`config.mk`:
```
export PLATFORM = sky130hd
export DESIGN_NAME = length_prefixed_history_ring
export DESIGN_NICKNAME = d
export VERILOG_FILES = /design/src/lphr_pkg.sv /design/src/length_prefixed_history_ring.sv
export SDC_FILE = /design/constraint.sdc
export NUM_CORES = 2
export LEC_CHECK = 0
export BUFFER_PORTS_ARGS = -buffer_cell sky130_fd_sc_hd__buf_2
export CORE_MARGIN = 2
export CORE_UTILIZATION = 57
export DETAILED_ROUTE_END_ITERATION = 10
export GPL_ROUTABILITY_DRIVEN = 0
export PLACE_DENSITY = 0.76
export SLEW_MARGIN = 5
export SYNTH_ARGS = -nofsm -noshare
export SYNTH_HDL_FRONTEND = slang
export SYNTH_SLANG_ARGS = --single-unit
```
`constraint.sdc`:
```
create_clock -name clk -period 6.3 [get_ports clk]
set_input_delay 0.315 -clock clk [delete_from_list [all_inputs] [get_ports clk]]
set_output_delay 0.315 -clock clk [all_outputs]
set_load 0.01 [all_outputs]
```
`src/lphr_pkg.sv`:
```
package lphr_pkg;

	localparam int RING_BYTES = 128;
	localparam int LINE_BYTES = 64;
	localparam int PW = $clog2(RING_BYTES);
	localparam int GW = $clog2(RING_BYTES + 1);

	localparam logic [1:0] REQ_SAVE   = 2'd0;
	localparam logic [1:0] REQ_OLDER  = 2'd1;
	localparam logic [1:0] REQ_NEWER  = 2'd2;
	localparam logic [1:0] REQ_UNUSED = 2'd3;

	localparam logic [2:0] ST_BYTE     = 3'd0;
	localparam logic [2:0] ST_DONE     = 3'd1;
	localparam logic [2:0] ST_REJECT   = 3'd2;
	localparam logic [2:0] ST_NO_OLDER = 3'd3;
	localparam logic [2:0] ST_EMPTY    = 3'd4;

	typedef enum logic [13:0] {
		S_CLEAR  = 14'b00000000000001,
		S_IDLE   = 14'b00000000000010,
		S_SV_HD  = 14'b00000000000100,
		S_SV_EV  = 14'b00000000001000,
		S_SV_EV2 = 14'b00000000010000,
		S_SV_WR  = 14'b00000000100000,
		S_CNT    = 14'b00000001000000,
		S_CNT2   = 14'b00000010000000,
		S_FND    = 14'b00000100000000,
		S_FND2   = 14'b00001000000000,
		S_EMH    = 14'b00010000000000,
		S_EMB    = 14'b00100000000000,
		S_EMB2   = 14'b01000000000000,
		S_SV_FIN = 14'b10000000000000
	} state_t;

endpackage

```
`src/length_prefixed_history_ring.sv`:
```
// save: each save byte keeps busy until it is written; the final byte then writes the end marker and strobes done
// the first save byte first evicts the oldest records until there is room; a bad length is strobed the next cycle
// recall: the record headers are walked twice, to count and then to find the record, then each byte is emitted
// one item at a time: busy is high from accept until the item is done; a save byte that is not the last gives no result
// reset: ring cleared by a pass over all RING_BYTES bytes after arst_n, busy held high meanwhile
// results are strobed for one cycle each; the receiver cannot stall
module length_prefixed_history_ring (
	input  logic       clk,
	input  logic       arst_n,
	input  logic       start,
	output logic       busy,
	input  logic [1:0] req_type,
	input  logic [6:0] line_len,
	input  logic [7:0] data_byte,
	output logic       strobe,
	output logic [2:0] status,
	output logic [7:0] out_byte,
	output logic [6:0] record_len,
	output logic       last
);
	localparam int PW = lphr_pkg::PW;
	localparam int GW = lphr_pkg::GW;

	logic [7:0] mem [lphr_pkg::RING_BYTES];
	logic [7:0] rdata_q;
	logic [PW-1:0] raddr, waddr;
	logic [7:0] wdata;
	logic rd_en, wr_en;

	always_ff @(posedge clk) begin
		if (wr_en) mem[waddr] <= wdata;
		if (rd_en) rdata_q <= mem[raddr];
	end

	lphr_pkg::state_t state_q;
	logic [PW-1:0] oldest_q, wpos_q, h_q;
	logic [6:0] depth_q, cnt_q, j_q, save_q, len_q, k_q;
	logic [7:0] byte_q;
	logic [GW-1:0] guard_q;
	logic older_q;

	function automatic logic [PW-1:0] wrp(input logic [PW+8:0] x);
		return PW'(x % lphr_pkg::RING_BYTES);
	endfunction

	// has_room with header value of oldest
	function automatic logic room(input logic [PW-1:0] b, input logic [PW-1:0] e,
			input logic [7:0] hb, input logic [6:0] n);
		logic signed [10:0] r;
		if (hb == 8'd0) return 1'b1;
		if (e >= b) r = 11'(lphr_pkg::RING_BYTES) - 11'(e) + 11'(b) - 11'sd1;
		else r = 11'(b) - 11'(e) - 11'sd1;
		return r > $signed(11'(n));
	endfunction

	always_comb begin
		rd_en = 1'b0; raddr = h_q; wr_en = 1'b0; waddr = h_q; wdata = 8'd0;
		unique case (state_q)
			lphr_pkg::S_CLEAR: begin wr_en = 1'b1; waddr = h_q; end
			lphr_pkg::S_SV_HD: begin rd_en = 1'b1; raddr = wpos_q; end
			lphr_pkg::S_SV_EV: begin rd_en = 1'b1; raddr = oldest_q; end
			lphr_pkg::S_SV_WR: begin
				wr_en = 1'b1; waddr = wrp((PW+9)'(wpos_q) + (PW+9)'(1) + save_q);
				wdata = byte_q;
			end
			lphr_pkg::S_SV_FIN: begin wr_en = 1'b1; waddr = wpos_q; end
			lphr_pkg::S_CNT, lphr_pkg::S_FND, lphr_pkg::S_EMH: begin
				rd_en = 1'b1; raddr = h_q;
			end
			lphr_pkg::S_EMB: begin
				rd_en = 1'b1; raddr = wrp((PW+9)'(h_q) + (PW+9)'(1) + k_q);
			end
			default: ;
		endcase
		// header writes and abandon
		if (state_q == lphr_pkg::S_SV_EV2 && save_q == 7'd0 &&
				(room(oldest_q, wpos_q, rdata_q, len_q) ||
				32'(guard_q) >= lphr_pkg::RING_BYTES)) begin
			wr_en = 1'b1; waddr = wpos_q; wdata = 8'(len_q);
		end
		if (state_q == lphr_pkg::S_IDLE && start && req_type != lphr_pkg::REQ_SAVE
				&& req_type != lphr_pkg::REQ_UNUSED && save_q != 7'd0) begin
			wr_en = 1'b1; waddr = wpos_q;
		end
	end

	assign busy = (state_q != lphr_pkg::S_IDLE);

	always_ff @(posedge clk or negedge arst_n) begin
		if (!arst_n) begin
			state_q <= lphr_pkg::S_CLEAR; oldest_q <= '0; wpos_q <= '0; h_q <= '0;
			depth_q <= '0; save_q <= '0; strobe <= 1'b0; guard_q <= '0;
		end else begin
			strobe <= 1'b0;
			unique case (state_q)
				lphr_pkg::S_CLEAR: begin
					h_q <= h_q + 1'b1;
					if (h_q == PW'(lphr_pkg::RING_BYTES - 1)) state_q <= lphr_pkg::S_IDLE;
				end
				lphr_pkg::S_IDLE: if (start) begin
					byte_q <= data_byte;
					if (req_type == lphr_pkg::REQ_SAVE) begin
						if (save_q == 7'd0) begin
							if (line_len == 7'd0 || 32'(line_len) > lphr_pkg::RING_BYTES - 2
									|| 32'(line_len) > lphr_pkg::LINE_BYTES) begin
								strobe <= 1'b1; status <= lphr_pkg::ST_REJECT; last <= 1'b1;
								out_byte <= '0; record_len <= '0;
							end else begin
								len_q <= line_len; guard_q <= '0;
								state_q <= lphr_pkg::S_SV_EV;
							end
						end else state_q <= lphr_pkg::S_SV_HD;
					end else if (req_type != lphr_pkg::REQ_UNUSED) begin
						save_q <= '0; older_q <= (req_type == lphr_pkg::REQ_OLDER);
						h_q <= oldest_q; cnt_q <= '0; guard_q <= '0;
						state_q <= lphr_pkg::S_CNT;
					end
				end
				lphr_pkg::S_SV_HD: state_q <= lphr_pkg::S_SV_EV2;
				lphr_pkg::S_SV_EV: state_q <= lphr_pkg::S_SV_EV2;
				lphr_pkg::S_SV_EV2: begin
					if (save_q != 7'd0) begin
						if (rdata_q == 8'd0) begin
							save_q <= '0; strobe <= 1'b1; status <= lphr_pkg::ST_REJECT;
							last <= 1'b1; out_byte <= '0; record_len <= '0;
							state_q <= lphr_pkg::S_IDLE;
						end else begin
							len_q <= rdata_q[6:0]; state_q <= lphr_pkg::S_SV_WR;
						end
					end else if (room(oldest_q, wpos_q, rdata_q, len_q)
							|| 32'(guard_q) >= lphr_pkg::RING_BYTES) begin
						state_q <= lphr_pkg::S_SV_WR;
					end else begin
						oldest_q <= wrp((PW+9)'(oldest_q) + rdata_q + (PW+9)'(1));
						guard_q <= guard_q + 1'b1; state_q <= lphr_pkg::S_SV_EV;
					end
				end
				lphr_pkg::S_SV_WR: begin
					save_q <= save_q + 1'b1;
					if (save_q + 1'b1 >= len_q) begin
						wpos_q <= wrp((PW+9)'(wpos_q) + len_q + (PW+9)'(1));
						state_q <= lphr_pkg::S_SV_FIN;
					end else state_q <= lphr_pkg::S_IDLE;
				end
				lphr_pkg::S_SV_FIN: begin
					depth_q <= '0; save_q <= '0; strobe <= 1'b1; status <= lphr_pkg::ST_DONE;
					last <= 1'b1; out_byte <= '0; record_len <= '0;
					state_q <= lphr_pkg::S_IDLE;
				end
				lphr_pkg::S_CNT: state_q <= lphr_pkg::S_CNT2;
				lphr_pkg::S_CNT2: begin
					if (rdata_q != 8'd0 && 32'(guard_q) < lphr_pkg::RING_BYTES) begin
						h_q <= wrp((PW+9)'(h_q) + rdata_q + (PW+9)'(1)); cnt_q <= cnt_q + 1'b1;
						guard_q <= guard_q + 1'b1; state_q <= lphr_pkg::S_CNT;
					end else begin
						h_q <= oldest_q; j_q <= '0; guard_q <= '0;
						if (older_q && cnt_q >= depth_q) state_q <= lphr_pkg::S_FND;
						else if (!older_q && depth_q != 7'd0) begin
							depth_q <= depth_q - 1'b1; state_q <= lphr_pkg::S_FND;
						end else begin
							strobe <= 1'b1; last <= 1'b1; out_byte <= '0; record_len <= '0;
							status <= older_q ? lphr_pkg::ST_NO_OLDER : lphr_pkg::ST_EMPTY;
							state_q <= lphr_pkg::S_IDLE;
						end
					end
				end
				lphr_pkg::S_FND: state_q <= lphr_pkg::S_FND2;
				lphr_pkg::S_FND2: begin
					if (rdata_q != 8'd0 && 32'(guard_q) < lphr_pkg::RING_BYTES &&
							(older_q ? (cnt_q - j_q - 7'd1 != depth_q) : (cnt_q - j_q != depth_q))) begin
						h_q <= wrp((PW+9)'(h_q) + rdata_q + (PW+9)'(1)); j_q <= j_q + 1'b1;
						guard_q <= guard_q + 1'b1; state_q <= lphr_pkg::S_FND;
					end else if (rdata_q != 8'd0) begin
						if (older_q) depth_q <= depth_q + 1'b1;
						len_q <= (rdata_q > 8'(lphr_pkg::LINE_BYTES)) ?
							7'(lphr_pkg::LINE_BYTES) : rdata_q[6:0];
						k_q <= '0; state_q <= lphr_pkg::S_EMB;
					end else begin
						strobe <= 1'b1; last <= 1'b1; out_byte <= '0; record_len <= '0;
						status <= older_q ? lphr_pkg::ST_NO_OLDER : lphr_pkg::ST_EMPTY;
						state_q <= lphr_pkg::S_IDLE;
					end
				end
				lphr_pkg::S_EMB: state_q <= lphr_pkg::S_EMB2;
				lphr_pkg::S_EMB2: begin
					strobe <= 1'b1; status <= lphr_pkg::ST_BYTE; out_byte <= rdata_q;
					record_len <= len_q; last <= (k_q + 1'b1 == len_q);
					k_q <= k_q + 1'b1;
					state_q <= (k_q + 1'b1 == len_q) ? lphr_pkg::S_IDLE : lphr_pkg::S_EMB;
				end
				default: state_q <= lphr_pkg::S_IDLE;
			endcase
		end
	end

	a_save_bound: assert property (@(posedge clk) disable iff (!arst_n)
		save_q <= 7'(lphr_pkg::LINE_BYTES)) else $error("save count overrun");
	a_strobe_idle: assert property (@(posedge clk) disable iff (!arst_n)
		strobe && last |-> state_q == lphr_pkg::S_IDLE) else $error("last while busy");
	a_emit_len: assert property (@(posedge clk) disable iff (!arst_n)
		strobe && status == lphr_pkg::ST_BYTE |-> record_len != 7'd0)
		else $error("byte with zero length");
endmodule
```
==> run_results.csv <==
group,metric,value,unit
routing,drc_errors,0,
setup_path,path_class,"reg -> reg",
routing,drt-total-wl,133,mm
worst_hold_path,min_path_type,"in -> reg",
timing,fin_skew,42.1,ps
setup_path,critPathRequiredTime,6610,ps
synth,ys_ff_latch,1145,
synth,syn_area,50600,µm²
routing,antenna_left,0,
final_layout,stdcell_count,5119,
flow_run,maxCapViolations,0,
timing,tightest_slew,1230,ps
synth,synth.largest_area_cell,"edfxtp_1",
synth,synth_top_area_share,64.5,%
timing,timing.fmax,0.162,GHz
pwr,cellPowerDensity,400,nW/µm²
placement,port_buffers,40,
timing,fin_crit,6180,ps
synth,synth_top_family_by_area,"simple AND/OR/NAND/NOR gates",
setup_path,r2r_setup_slack,120,ps
worst_hold_path,min_to,"strobe",
placement,place_area,52600,µm²
worst_hold_path,holdPathStages,3,
synth,yosysSeqAreaShare,67.4,%
setup_path,reg2reg_depth,22,
global_route,grt_pass1_vias,31703,
final_layout,fin_nets,3980,
final_layout,final_cell_mix,"edfxtp_1 (1088), nand2_1 (651), nand3_1 (248)",
clock_network,clk_pin_slew,60,ps
final_layout,syn_to_final_growth,12.6,%
routing,viasPerCell,6.42,
synth,yosysUniqueCellTypes,97,
routing,first_pass_iters,8,
timing,final-setup-viol-count,0,
timing,final.period_utilization,98.1,%
setup_path,cp_max_fo,10,
final_layout,final_common_cell,"edfxtp_1",
synth,yosys.area_share.simple,12.7,%
global_route,grt_pass1_wl,198,mm
clock_network,cts_tree,"built",
synth,synth-compound-area-share,7.29,%
global_route,grt_antenna_before_repair,0,
setup_path,r2r_start,"wpos_q[0]",
setup_path,setup.worst_path.end_class,"flop",
setup_path,r2r_end,"mem[101][4]",
clock_network,insertion_delay,720,ps
synth,avgSynthCellArea,13.5,µm²
timing,finalHoldViolations,0,
timing,slew_violations,0,
timing,setup-tns-final,0,ps
synth,synth_edf_count,1088,
die,ioPinCount,41,
final_layout,drive_gt1_share,14.6,%
die,rows,109,
routing,wire_per_inst,25.9,µm
setup_path,arrival,6490,ps
clock_network,cts-root-buf,"clkbuf_16",
global_route,overflow,0,
die,start_util,57.4,%
clock_network,numCtsBuffers,112,
clock_network,h-tree-depth,3,
synth,synthArstFlopShare,4.98,%
clock_network,cts_buffer_depth,3,
worst_hold_path,hp-start,"start",
timing,slew_headroom,18.1,%
placement,place_inst,4886,
clock_network,clock-sinks,1145,
status,status,"finished clean",
setup_path,crit_path_start_kind,"flop",
timing,rsz0062_at_grt,"true",
synth,synthAdderAreaFrac,2.70,%
global_route,grt_max_degree,129,
synth,syn_inst,3744,
die,die_h,302,µm
placement,dp_hpwl,83.7,mm
final_layout,final_area,57000,µm²
routing,via_count,32853,
synth,synth.area.top_cells,"edfxtp_1 (65%), nand2_1 (4.9%), mux4_2 (3.2%)",
synth,synth_nets,3868,
synth,yosys_warnings,0,
final_layout,fill_cells,6092,
global_route,grt_util_all_layers,29.2,%
pwr,peakVddDrop,0.347,mV
synth,synthXorXnorAreaFrac,1.59,%
pwr,p_leak,21.2,nW
routing,drtIter0Drc,4482,
die,core_area,88200,µm²
final_layout,utilization,64.6,%
die,die_width,302,µm
die,die-area,91200,µm²
synth,synthMuxAreaShare,5.74,%
synth,synth_ff_type,"edfxtp_1",
## cell type report
type | count | area, µm² | share of cell area (%)
Tap cell | 1165 | 1460 | 2.56
Antenna cell | 3 | 7.51 | 0.0132
Multi-Input combinational cell | 2327 | 15800 | 27.6
Inverter | 84 | 315 | 0.553
Clock inverter | 77 | 833 | 1.46
Sequential cell | 1145 | 34100 | 59.8
Timing Repair Buffer | 186 | 1580 | 2.77
Clock buffer | 132 | 2940 | 5.16
## what timing repair did
action	4_1_cts	5_1_grt
pin swaps	0	1
setup buffers	0	4
hold buffers	17	0
resized for setup	8	97
setup endpoints to repair	442	764
hold endpoints to repair	27	0
## cells by family (layout without fill, tap and decap cells)
kind of cell               Yosys count  count (layout)
AOI/OAI and AO/OA                  524             524
buffers and inverters              272             479
and+or+nand+nor                   1411            1411
DFF                               1145            1145
muxes                              199             199
other                                0               3
xor gates and xnor gates            89              89
adders and majority gates          104             104
## worst max-delay path by stage
stage / from / to / slack, ps
5_1_grt: wpos_q[0] / mem[101][0] / -180
3_3_place_gp: wpos_q[2] / mem[116][5] / -250
2_1_floorplan: wpos_q[1] / mem[0][0] / 3
6_report: wpos_q[0] / mem[101][4] / 120
3_5_place_dp: wpos_q[2] / mem[51][0] / -280
4_1_cts: wpos_q[2] / mem[12][4] / -10
## per-layer routing
| layer | vias up | part of all wire (%) | global-route usage, % |
|---|---|---|---|
| li1 | 14376 | - | - |
| met5 | - | 0 | 0 |
| met1 | 16004 | 38 | 39.6 |
| met3 | 402 | 11 | 6.04 |
| met2 | 2071 | 46 | 45.5 |
| met4 | 0 | 5.1 | 13.9 |
## critical path, cell delays in order (launching register included)
cell	delay, ps
dfrtp_1	470
inv_1	90
ha_1	290
inv_1	50
ha_1	260
inv_1	40
ha_1	210
fa_1	460
a21o_1	170
a21oi_1	250
xnor2_1	150
nor2_1	50
a21oi_1	120
ha_1	250
o21ai_0	90
a31oi_1	70
o31ai_1	340
o2111ai_1	160
and3_1	340
a31oi_4	410
mux2_2	490
nand2_1	360
nor2_1	670
## report_power, final
group / switching, mW / total (mW) / leakage (nW) / internal [mW]
sequential: 0.173 / 8.58 / 12.1 / 8.41
combinational: 5.03 / 7.40 / 7.20 / 2.37
clock: 2.90 / 6.79 / 1.83 / 3.89
## registers in the layout, indices dropped and copies added (netlist names)
name / cells
state_q: 13
cnt_q: 7
j_q: 7
save_q: 7
wpos_q: 7
status: 3
oldest_q: 7
depth_q: 7
len_q: 7
k_q: 7
guard_q: 8
h_q: 7
older_q: 1
record_len: 7
last: 1
out_byte: 8
rdata_q: 8
byte_q: 8
strobe: 1
mem: 1024
## synthesized netlist by cell type, types with 65 or more instances
cell type,n
a21oi_1,125
mux4_2,72
edfxtp_1,1088
nand3_1,248
buf_2,72
mux2i_1,115
clkbuf_1,67
o21ai_0,65
inv_1,82
ha_1,95
nor2_1,244
nand2_1,655
## metrics by stage
step / worst slack, ps / hold slack, ps / power, mW
2_1_floorplan: 3.41 / 19.4 / 13.5
3_3_place_gp: -254 / 265 / 15.6
3_5_place_dp: -284 / 261 / 15.7
4_1_cts: -9.66 / 47.6 / 22.5
5_1_grt: -180 / 109 / 23.5
6_report: 119 / 81.2 / 22.8
Power figures use the tool's default switching activity.
